`src/design/dominator_tree_fixpoint_top_macros.svh`:
```
// Assertion helpers for the dominator tree block.
`ifndef DOMINATOR_TREE_FIXPOINT_TOP_MACROS_SVH
`define DOMINATOR_TREE_FIXPOINT_TOP_MACROS_SVH

// Same-cycle implication.
`define DTF_ASSERT_IMP(lbl, clk, rst_n, ante, cons, msg) \
    lbl: assert property (@(posedge clk) disable iff (!(rst_n)) (ante) |-> (cons)) \
        else $error(msg);

// Next-cycle implication.
`define DTF_ASSERT_NXT(lbl, clk, rst_n, ante, cons, msg) \
    lbl: assert property (@(posedge clk) disable iff (!(rst_n)) (ante) |=> (cons)) \
        else $error(msg);

`endif

```
`src/design/dtf_pkg.sv`:
```
`default_nettype none
package dtf_pkg;

    localparam int SLOT_W = 6;
    localparam int CFG_W = 7;
    localparam logic [CFG_W-1:0] NODE_SPACE_RST = 7'd64;

    typedef struct packed {
        logic [SLOT_W-1:0] node;
        logic [SLOT_W-1:0] pred;
        logic              has_pred;
        logic              node_done;
        logic              graph_done;
    } t_in;

    typedef struct packed {
        logic [SLOT_W-1:0] out_node;
        logic [SLOT_W-1:0] dominator;
        logic              has_dominator;
        logic              gave_up;
        logic              overflow;
        logic              last;
    } t_out;

    typedef enum logic [4:0] {
        OP_NONE,
        OP_LOAD,
        OP_I0,
        OP_ROOT,
        OP_SWEEP,
        OP_SETTLE,
        OP_NODE,
        OP_EADDR,
        OP_PRED,
        OP_SKIP,
        OP_TAKE,
        OP_MSTART,
        OP_MEET_OK,
        OP_FAIL,
        OP_STEP,
        OP_MOVE_A,
        OP_MOVE_B,
        OP_FIN,
        OP_UPDATE,
        OP_EPICK,
        OP_EOUT,
        OP_EEMPTY,
        OP_CLEAR
    } t_op;

    typedef struct packed {
        t_op op;
    } t_cmd;

    typedef struct packed {
        logic pc_zero;
        logic i_done;
        logic k_done;
        logic rpo_a_ok;
        logic rpo_b_ok;
        logic dom_a_ok;
        logic dom_b_ok;
        logic pick_ok;
        logic a_eq_b;
        logic a_gt_b;
        logic b_gt_a;
        logic steps_over;
        logic sweep_more;
        logic emit_last;
        logic out_free;
    } t_stat;

endpackage
`default_nettype wire

```
`src/design/dtf_ctrl.sv`:
```
`default_nettype none
`include "dominator_tree_fixpoint_top_macros.svh"
module dtf_ctrl (
    input  wire logic           i_clk,
    input  wire logic           i_rst_n,
    input  wire logic           i_valid,
    input  wire logic           i_graph_done,
    input  wire dtf_pkg::t_stat i_stat,
    output logic                o_stall,
    output dtf_pkg::t_cmd       o_cmd
);
    import dtf_pkg::*;

    typedef enum logic [4:0] {
        S_LOAD, S_INIT, S_ROOT, S_SWEEP, S_NODE, S_EDGE, S_EWAIT, S_PCHK,
        S_MCHK, S_MA, S_MAW, S_MB, S_MBW, S_FIN, S_EMIT, S_EMIT2, S_EMPTY, S_CLEAR
    } t_state;

    t_state r_state, n_state;
    logic   w_accept;

    assign o_stall  = (r_state != S_LOAD);
    assign w_accept = i_valid && !o_stall;

    always_comb begin
        n_state = r_state;
        o_cmd.op = OP_NONE;
        unique case (r_state)
            S_LOAD: begin
                if (w_accept) begin
                    o_cmd.op = OP_LOAD;
                    if (i_graph_done) begin
                        n_state = S_INIT;
                    end
                end
            end
            S_INIT: begin
                o_cmd.op = OP_I0;
                n_state = S_ROOT;
            end
            S_ROOT: begin
                if (i_stat.pc_zero) begin
                    n_state = S_EMPTY;
                end else begin
                    o_cmd.op = OP_ROOT;
                    n_state = S_SWEEP;
                end
            end
            S_SWEEP: begin
                if (i_stat.sweep_more) begin
                    o_cmd.op = OP_SWEEP;
                    n_state = S_NODE;
                end else begin
                    o_cmd.op = OP_SETTLE;
                    n_state = S_EMIT;
                end
            end
            S_NODE: begin
                if (i_stat.i_done) begin
                    n_state = S_SWEEP;
                end else begin
                    o_cmd.op = OP_NODE;
                    n_state = S_EDGE;
                end
            end
            S_EDGE: begin
                if (i_stat.k_done) begin
                    o_cmd.op = OP_FIN;
                    n_state = S_FIN;
                end else begin
                    o_cmd.op = OP_EADDR;
                    n_state = S_EWAIT;
                end
            end
            S_EWAIT: begin
                o_cmd.op = OP_PRED;
                n_state = S_PCHK;
            end
            S_PCHK: begin
                priority if (!i_stat.rpo_b_ok || !i_stat.dom_b_ok) begin
                    o_cmd.op = OP_SKIP;
                    n_state = S_EDGE;
                end else if (!i_stat.pick_ok) begin
                    o_cmd.op = OP_TAKE;
                    n_state = S_EDGE;
                end else begin
                    o_cmd.op = OP_MSTART;
                    n_state = S_MCHK;
                end
            end
            S_MCHK: begin
                priority if (i_stat.a_eq_b) begin
                    o_cmd.op = OP_MEET_OK;
                    n_state = S_EDGE;
                end else if (i_stat.steps_over || !i_stat.rpo_a_ok || !i_stat.rpo_b_ok) begin
                    o_cmd.op = OP_FAIL;
                    n_state = S_EDGE;
                end else begin
                    o_cmd.op = OP_STEP;
                    n_state = S_MA;
                end
            end
            S_MA: begin
                priority if (!i_stat.a_gt_b) begin
                    n_state = S_MB;
                end else if (!i_stat.dom_a_ok) begin
                    o_cmd.op = OP_FAIL;
                    n_state = S_EDGE;
                end else begin
                    o_cmd.op = OP_MOVE_A;
                    n_state = S_MAW;
                end
            end
            S_MAW: begin
                if (!i_stat.rpo_a_ok || i_stat.steps_over) begin
                    o_cmd.op = OP_FAIL;
                    n_state = S_EDGE;
                end else begin
                    o_cmd.op = OP_STEP;
                    n_state = S_MA;
                end
            end
            S_MB: begin
                priority if (!i_stat.b_gt_a) begin
                    n_state = S_MCHK;
                end else if (!i_stat.dom_b_ok) begin
                    o_cmd.op = OP_FAIL;
                    n_state = S_EDGE;
                end else begin
                    o_cmd.op = OP_MOVE_B;
                    n_state = S_MBW;
                end
            end
            S_MBW: begin
                if (!i_stat.rpo_b_ok || i_stat.steps_over) begin
                    o_cmd.op = OP_FAIL;
                    n_state = S_EDGE;
                end else begin
                    o_cmd.op = OP_STEP;
                    n_state = S_MB;
                end
            end
            S_FIN: begin
                o_cmd.op = OP_UPDATE;
                n_state = S_NODE;
            end
            S_EMIT: begin
                o_cmd.op = OP_EPICK;
                n_state = S_EMIT2;
            end
            S_EMIT2: begin
                if (i_stat.out_free) begin
                    o_cmd.op = OP_EOUT;
                    n_state = i_stat.emit_last ? S_CLEAR : S_EMIT;
                end
            end
            S_EMPTY: begin
                if (i_stat.out_free) begin
                    o_cmd.op = OP_EEMPTY;
                    n_state = S_CLEAR;
                end
            end
            S_CLEAR: begin
                o_cmd.op = OP_CLEAR;
                n_state = S_LOAD;
            end
            default: n_state = S_LOAD;
        endcase
    end

    always_ff @(posedge i_clk) begin
        if (!i_rst_n) begin
            r_state <= S_LOAD;
        end else begin
            r_state <= n_state;
        end
    end

    `DTF_ASSERT_IMP(a_eout_free, i_clk, i_rst_n, o_cmd.op == OP_EOUT || o_cmd.op == OP_EEMPTY, i_stat.out_free, "result overwrites pending result")
    `DTF_ASSERT_NXT(a_solve_start, i_clk, i_rst_n, w_accept && i_graph_done, r_state == S_INIT, "solve did not start")
    `DTF_ASSERT_IMP(a_meet_ready, i_clk, i_rst_n, o_cmd.op == OP_MSTART, i_stat.pick_ok, "meet without pick")

endmodule
`default_nettype wire

```
`config.mk`:
```
export PLATFORM = sky130hd
export DESIGN_NAME = dtf_ctrl
export DESIGN_NICKNAME = d
export VERILOG_FILES = /design/src/design/dtf_pkg.sv /design/src/design/dtf_ctrl.sv
export VERILOG_INCLUDE_DIRS = /design/src /design/src/design
export SDC_FILE = /design/constraint.sdc
export NUM_CORES = 1
export LEC_CHECK = 0
export BUFFER_PORTS_ARGS = -buffer_cell sky130_fd_sc_hd__buf_2
export CAP_MARGIN = 5
export CORE_MARGIN = 2
export CORE_UTILIZATION = 53
export DETAILED_ROUTE_END_ITERATION = 10
export PLACE_DENSITY = 0.8
export SYNTH_ARGS = -nofsm -noshare
export SYNTH_HDL_FRONTEND = slang
export SYNTH_SLANG_ARGS = --single-unit
```
`constraint.sdc`:
```
create_clock -name i_clk -period 1.8 [get_ports i_clk]
set_input_delay 0 -clock i_clk [delete_from_list [all_inputs] [get_ports i_clk]]
set_output_delay 0 -clock i_clk [all_outputs]
set_load 0.005 [all_outputs]
```
# [Word level (Yosys, flattened, before mapping)]
# Index checks and enable logic that the tools add are counted.
[word_totals] reg_bits=5 in_bits=19 output_inout_bits=6 word_cells=72
[op_classes] n_eq_ne=21 mux=38 n_reduce_logical=12
[op_table] operator="$pmux 5 s18" n=1
[op_table] operator="$pmux 5 s17" n=1
[op_table] operator="$mux 5" n=11
[op_table] operator="$mux 4" n=13
[op_table] operator="$eq 5x4->1 const B" n=8
[op_table] operator="$eq 5x3->1 const B" n=4
[op_table] operator="$mux 2" n=7
[op_table] operator="$eq 5x2->1 const B" n=2
[op_table] operator="$eq 5x5->1 const B" n=2
[op_table] operator="$ne 2x2->1 const B" n=4
[op_table] operator="$mux 3" n=2
[op_table] operator="$eq 5x1->1 const B" n=1
[op_table] operator="$logic_not 5->1" n=1
[op_table] operator="$reduce_bool 5->1" n=1
[op_table] operator="$logic_not 1->1" n=4
[op_table] operator="$logic_or 1x1->1" n=4
[op_table] operator="$reduce_and 4->1" n=1
[op_table] operator="$mux 1" n=3
[op_table] operator="$logic_and 1x1->1" n=1

# [Depth between registers and ports, before layout]
# Gate-level depths: netlist (run 1).
[depth] word_depth=6 ltp_mapped=7 depth_no_buf=4

# [Least setup slack after synthesis (run 1)]
# OpenSTA, ideal clock, no wires.
[synth_path] kind="reg2reg" from="reg r_state[4]" to="reg r_state[0]" setup_time_ns=0.130 arrival_ns=1.290 slack_ns=0.380 path_stages_with_launch=6 n_path_buf=1 path_cell_list="dfxtp_1 -> buf_2 -> and3b_1 -> and3_1 -> a222oi_1 -> a21oi_1"
[synth_via] elab_chain_cells=5 elab_cells_between_ends=26
[synth_lines] element="start, declared" line_no="dtf_ctrl.sv:19" rtl="t_state r_state, n_state;"
[synth_lines] element="start signal, assigned" line_no="dtf_ctrl.sv:175" rtl="r_state <= n_state;"
[synth_lines] element="$reduce_bool 5->1" line_no="dtf_ctrl.sv:22" rtl="assign o_stall = (r_state != S_LOAD);"
[synth_lines] element="$logic_not 1->1" line_no="dtf_ctrl.sv:23" rtl="assign w_accept = i_valid && !o_stall;"
[synth_lines] element="$logic_and 1x1->1" line_no="dtf_ctrl.sv:23"
[synth_lines] element="$ne 2x2->1 (no line)"
[synth_lines] element="$reduce_and 4->1 (no line)"
# Parallel ways exist; a longest one is shown, timed or not.
# A chain may end at the register's enable or synchronous reset.

==> flow_summary_export.csv, run 1 <==
group,metric,value,unit
run_status,outcome,"complete, no violations",
clock_network,cts_htree_levels,1,
sta,hold_viol,0,
layout,top_regs,"r_state x5",
layout,fill_cells,150,
setup_path,max_stage_delay,340,ps
flow_run,cap_violations,0,
setup_path,path_class,"flip-flop to output pin",
sta,tightest_slew,373.4,ps
synth,ys_ff_latch,5,
route,vias,1313,
synth,synth.distinct_cells,48,
layout,area_growth,23.55,%
placed_design,hpwl,2.432,mm
setup_path,path_buf_inv,2,
hold_path,min_path_cells,3,
clock_network,insertion_delay,250,ps
clock_network,ctsRootBufferMaster,"clkbuf_4",
global_route,grt.total_usage,0.2943,
synth,async_flop_share,0,
setup_path,ff2ff_path_depth,5,
route,vias_per_cell,6.839,
setup_path,arrival,1760,ps
synth,avgSynthCellArea,7.045,um^2
global_route,grt_pass1_wl,4.671,mm
hold_path,hold_path_class,"primary input to flip-flop",
clock_network,cts_tree,"done",
synth,syn_area,972.2,um^2
route,postRouteAntennaNets,0,
floorplanning,die_w,46.83,um
layout,final_nets,187,
floorplanning,core_area,1727,um^2
sta,setup_tns,0,ps
synth,yosysWarnings,0,
sta,relSlewSlack,0.7488,
setup_path,cpMaxStageDelayCell,"dfxtp_1",
synth,syn_inst,138,
route,drtIter0Drc,65,
setup_path,critPathTopFamily,"compound AO/OA/AOI/OAI gates",
setup_path,cp.depth,6,
placed_design,io_buffers,24,
global_route,grt_overflow_total,0,
clock_network,clock_sinks,5,
clock_network,numCtsBuffers,3,
setup_path,worstPathRequired,1800,ps
placed_design,gp_congestion,0.9366,
setup_path,end_kind,"output pin",
global_route,grt_pass1_vias,1058,
layout,drive_gt1_frac,0.3174,
route,wl_per_cell,16.94,um
synth,synth-main-ff-cell,"dfxtp_1",
sta,fmax,569.5,MHz
power,power.density,370.3,nW/um^2
layout,max_flop_register,"r_state",
setup_path,path_cells,"buf_4, nor2b_1, a41oi_1, o21ai_2, a221o_1, buf_2",
floorplanning,io_pins,25,
route,drc,0,
power,ir_drop,372.7,uV
clock_network,clockBufferDepth,2,
floorplanning,die_h,46.83,um
sta,fin_worst_skew,6.733,ps
floorplanning,dieArea,2193,um^2
synth,synth_edf_count,0,
sta,period_share,0.9756,
setup_path,path_max_fanout,18,
synth,synthesis.nets,157,
layout,antenna_cells,0,
global_route,grt_max_degree,19,
power,p_leak,0.0005307,uW
placed_design,dpl_cell_area,1149,um^2
clock_network,path_clk_slew,50,ps
sta,setup_viol,0,
sta,timing.hold.ws,46.23,ps
global_route,antenna_found_initial,0,
route,drt-total-wl,3.253,mm
sta,fin_crit,1756,ps
layout,fin_area,1201,um^2
floorplanning,fp-row-count,15,
floorplanning,start_util,0.5630,
layout,largest_reg_flops,5,
route,first_pass_iters,4,
synth,seq_area_frac_synth,0.1030,
setup_path,setup.worst_path.start_class,"flip-flop",
sta,maxSlewViolCount,0,
-- report_power, final --
part / internal (uW) / switching (uW)
registers: 115 / 13.1
logic: 86.6 / 95.6
clock network: 84.1 / 50.4
-- path summary, 6_finish.rpt --
path,startpoint,to,slack [ps]
worst max-delay path,r_state[4],o_cmd[4],40
worst min-delay path,i_stat[13],r_state[1],50
worst max register to register,r_state[3],r_state[2],160
worst min register to register,r_state[3],r_state[3],710
-- per-layer routing --
metal,track usage,up-vias,part of all wire,routed length [um]
met5,0,-,0,0
met3,0.05385,6,0.087,284
met1,0.3761,617,0.41,1343
met4,0.1000,0,0.012,40
li1,-,598,-,-
met2,0.4959,92,0.49,1584
-- final cells by class --
| type | count | area, um^2 | area share |
|---|---|---|---|
| Multi-Input combinational cell | 116 | 800.8 | 0.6667 |
| Timing Repair Buffer | 37 | 217.7 | 0.1813 |
| Sequential cell | 5 | 106.4 | 0.08854 |
| Tap cell | 25 | 31.28 | 0.02604 |
| Clock buffer | 4 | 26.28 | 0.02188 |
| Inverter | 5 | 18.77 | 0.01563 |
-- metrics by stage --
step / utilization / power, uW / std cells / worst slack, ps
5_1_grt: 0.6957 / 469.9 / 192 / -32.05
4_1_cts: 0.6812 / 436.3 / 192 / 8.353
3_5_place_dp: 0.6652 / 302.7 / 188 / 146.8
3_3_place_gp: 0.6652 / 298.2 / 188 / 161.5
6_report: 0.6957 / 444.8 / 192 / 43.96
2_1_floorplan: - / 232.3 / 138 / 380.2
-- synthesized netlist by cell type, drive strengths merged, types with 2 or more instances --
cell type,number,area [um^2]
nor4,2,12.51
a211oi,4,30.03
nand4,3,18.77
o21a,2,15.01
a311oi,2,17.52
nand4b,2,17.52
nor2,6,22.52
a31oi,3,18.77
inv,5,18.77
o21ai,11,58.81
nor3b,3,27.52
nand3,7,35.03
a32o,2,20.02
buf,12,72.57
nor2b,10,62.56
dfxtp,5,100.1
nand2b,5,31.28
a41oi,2,17.52
o31ai,2,15.01
nand2,9,33.78
nor3,4,20.02
a21oi,7,35.03
and3,3,18.77
a21o,3,22.52
and3b,3,26.28
a221oi,3,32.53
-- worst min-delay path: stages --
cell and delay [ps]:
buf_2 100, nand3_1 60, a31oi_1 80
-- placed cells by master (no fill, tap or decap), types with 2 or more instances in the layout --
| cell type | count |
|---|---|
| nor3b_2 | 2 |
| buf_4 | 13 |
| nand2b_1 | 5 |
| a21o_1 | 3 |
| a31oi_1 | 3 |
| nor3_1 | 3 |
| nand3_1 | 7 |
| o31ai_1 | 2 |
| nand4b_1 | 2 |
| o21a_1 | 2 |
| dfxtp_1 | 2 |
| nor2b_1 | 10 |
| dfxtp_2 | 2 |
| nor4_1 | 2 |
| and3_1 | 3 |
| a32o_1 | 2 |
| a41oi_1 | 2 |
| a21oi_1 | 7 |
| buf_2 | 24 |
| nor2_1 | 6 |
| inv_1 | 5 |
| nand4_1 | 3 |
| and3b_1 | 3 |
| a211oi_1 | 4 |
| a221oi_1 | 2 |
| o21ai_2 | 2 |
| clkbuf_4 | 3 |
| o21ai_0 | 9 |
| a311oi_1 | 2 |
| nand2_1 | 9 |
-- timing repair --
action,4_1_cts,5_1_grt
hold buffers,0,0
setup buffers,0,0
pin swaps,0,1
gates resized for setup,2,7
setup endpoints to repair,2,5
-- cells by family after synthesis --
group | synth area share
AND/OR/NAND/NOR | 0.4041
AO/OA/AOI/OAI | 0.3771
flip-flops | 0.1030
multiplexers | 0.02188
buffers and inverters | 0.09395
(Power assumes the default switching activity.)
==> run 2, diff against run 1 <==
PLACE_DENSITY = 0.87   (was 0.8)
==> run 2 against run 1 <==
Clock power about the same; fmax is 1.4% higher; power is 3.3% higher; hold slack lost 22 ps; first-iteration DRC count rose by 32%; critical path type unchanged; utilization up 3.8 points; sequential power about the same; highest routed layer unchanged; clock skew shrank 1.5 ps; die area unchanged; combinational power increased by 8%; critical path depth down 1.
==> flow_summary_export.csv, run 2 (synthesis gave the netlist of run 1 again) <==
group,metric,value,unit
flow_run,cap_violations,0,
sta,tightest_slew,386.0,ps
power,switching_share,0.3623,
clock_network,numCtsBuffers,3,
placed_design,preCtsSetupSlack,61.78,ps
setup_path,max_stage_delay,390,ps
placed_design,dpl_cell_area,1191,um^2
sta,setup_viol,0,
global_route,grt_overflow_total,0,
layout,fin_area,1266,um^2
power,switchingPower,166.4,uW
layout,antenna_cells,0,
layout,area_growth,30.24,%
clock_network,cts_tree,"done",
sta,setup_tns,0,ps
route,vias,1340,
layout,final_cell_mix,"buf_2, buf_4, nor2b_1",
setup_path,end_kind,"output pin",
floorplanning,die_h,46.83,um
layout,largest_reg_flops,5,
layout,final_nets,191,
power,seq_power_share,0.283,
floorplanning,core_area,1727,um^2
layout,max_flop_register,"r_state",
sta,period_share,0.9624,
sta,fmax,577.3,MHz
layout,layout_commonest_cell,"buf_2",
clock_network,hold_buffers,0,
clock_network,insertion_delay,250,ps
sta,rsz0062_at_grt,"false",
floorplanning,dieArea,2193,um^2
floorplanning,start_util,0.5630,
clock_network,ctsRootBufferMaster,"clkbuf_4",
setup_path,worstPathRequired,1800,ps
global_route,grt.total_usage,0.3297,
clock_network,cts_htree_levels,1,
setup_path,arrival,1730,ps
route,vias_per_cell,6.837,
placed_design,io_buffers,24,
global_route,antenna_found_initial,0,
placed_design,gp_congestion,0.9917,
sta,hold_viol,0,
power,ir_drop,311.5,uV
power,power.density,362.7,nW/um^2
route,wl_per_cell,17.59,um
setup_path,reg2reg_to,"r_state[3]",
floorplanning,io_pins,25,
sta,maxSlewViolCount,0,
power,p_leak,0.0005526,uW
setup_path,path_class,"flip-flop to output pin",
sta,fin_crit,1732,ps
setup_path,r2r-start,"r_state[2]",
power,clkPwrFrac,0.290,
route,drtIter0Drc,86,
setup_path,path_cells,"and3b_2, and3_2, a221oi_4, nand4bb_1, buf_2",
clock_network,clockBufferDepth,2,
layout,top_regs,"r_state x5",
layout,drive_gt1_frac,0.3450,
setup_path,crit_end,"o_cmd[2]",
clock_network,path_clk_slew,50,ps
setup_path,rrSetupSlack,140,ps
clock_network,clock_sinks,5,
clock_network,cts_setup_buffers,0,
sta,setup_ws,67.74,ps
setup_path,crit_start,"r_state[3]",
route,drc,0,
route,first_pass_iters,5,
floorplanning,die_w,46.83,um
placed_design,hpwl,2.585,mm
floorplanning,fp-row-count,15,
setup_path,cpMaxStageDelayCell,"dfxtp_4",
global_route,grt_pass1_wl,5.257,mm
power,internal_power,292.9,uW
setup_path,path_max_fanout,13,
sta,fin_worst_skew,5.188,ps
hold_path,hold_path_class,"primary input to flip-flop",
global_route,grt_pass1_vias,1163,
hold_path,min_path_cells,3,
route,postRouteAntennaNets,0,
power,p_comb_frac,0.426,
setup_path,setup.worst_path.start_class,"flip-flop",
global_route,grt_max_degree,22,
setup_path,ff2ff_path_depth,5,
run_status,outcome,"complete, no violations",
sta,relSlewSlack,0.7407,
route,drt-total-wl,3.447,mm
power,p_total,459.3,uW
## run 2: changes by cell type in the layout (fill, tap and decap cells not counted), sizes merged
| cell | delta |
|---|---|
| buf | +4 |
## run 2: stage by stage
| step | utilization | hold slack, ps | cells |
|---|---|---|---|
| floorplan | - | 112.0 | 138 |
| global placement | 0.6899 | 287.2 | 192 |
| detailed placement | 0.6899 | 291.5 | 192 |
| CTS | 0.7130 | 22.65 | 196 |
| global route | 0.7333 | 38.82 | 196 |
| finish | 0.7333 | 23.79 | 196 |
## run 2: timing repair
item,in CTS,in global routing
hold endpoints to repair,0,0
setup endpoints to repair,5,3
gates cloned,0,0
resized for setup,7,7
pin swaps,0,2
## run 2: worst min path at each step
stage | start | to | slack, ps
after global routing | i_stat[13] | r_state[1] | 40
after global placement | i_stat[13] | r_state[1] | 290
after CTS | i_stat[13] | r_state[1] | 20
after floorplan | i_stat[9] | o_cmd[1] | 110
final | i_stat[13] | r_state[1] | 20
after detailed placement | i_stat[13] | r_state[1] | 290
## run 2: cell type report
| type | count | area (um^2) |
|---|---|---|
| clock buffers | 4 | 26.28 |
| fillers | 122 | 460.4 |
| multi-input cells | 116 | 818.3 |
| well taps | 25 | 31.28 |
| repair buffers | 41 | 260.3 |
| flip-flops and latches | 5 | 111.4 |
| inverters | 5 | 18.77 |
## run 2: per-layer routing
| layer | vias to the layer above | GRT usage | part of all wire |
|---|---|---|---|
| li1 | 603 | - | - |
| met1 | 589 | 0.4115 | 0.37 |
| met2 | 121 | 0.5562 | 0.45 |
| met3 | 27 | 0.05769 | 0.13 |
| met4 | 0 | 0.1389 | 0.056 |
| met5 | - | 0 | 0 |
## run 2: worst max-delay path, delay by kind of cell (launching register included)
family	cells	cell delay, ps
and+or+nand+nor	3	670
DFF	1	390
AOI/OAI and AO/OA	1	290
buffers and inverters	1	150
## run 2: power groups by stage
stage               Sequential (uW)  Clock [uW]  Combinational (uW)
global route                    130         144                 208
CTS                             130         135                 185
finish                          130         133                 196
detailed placement              132           0                 183
floorplan                       118           0                 114
global placement                130           0                 178
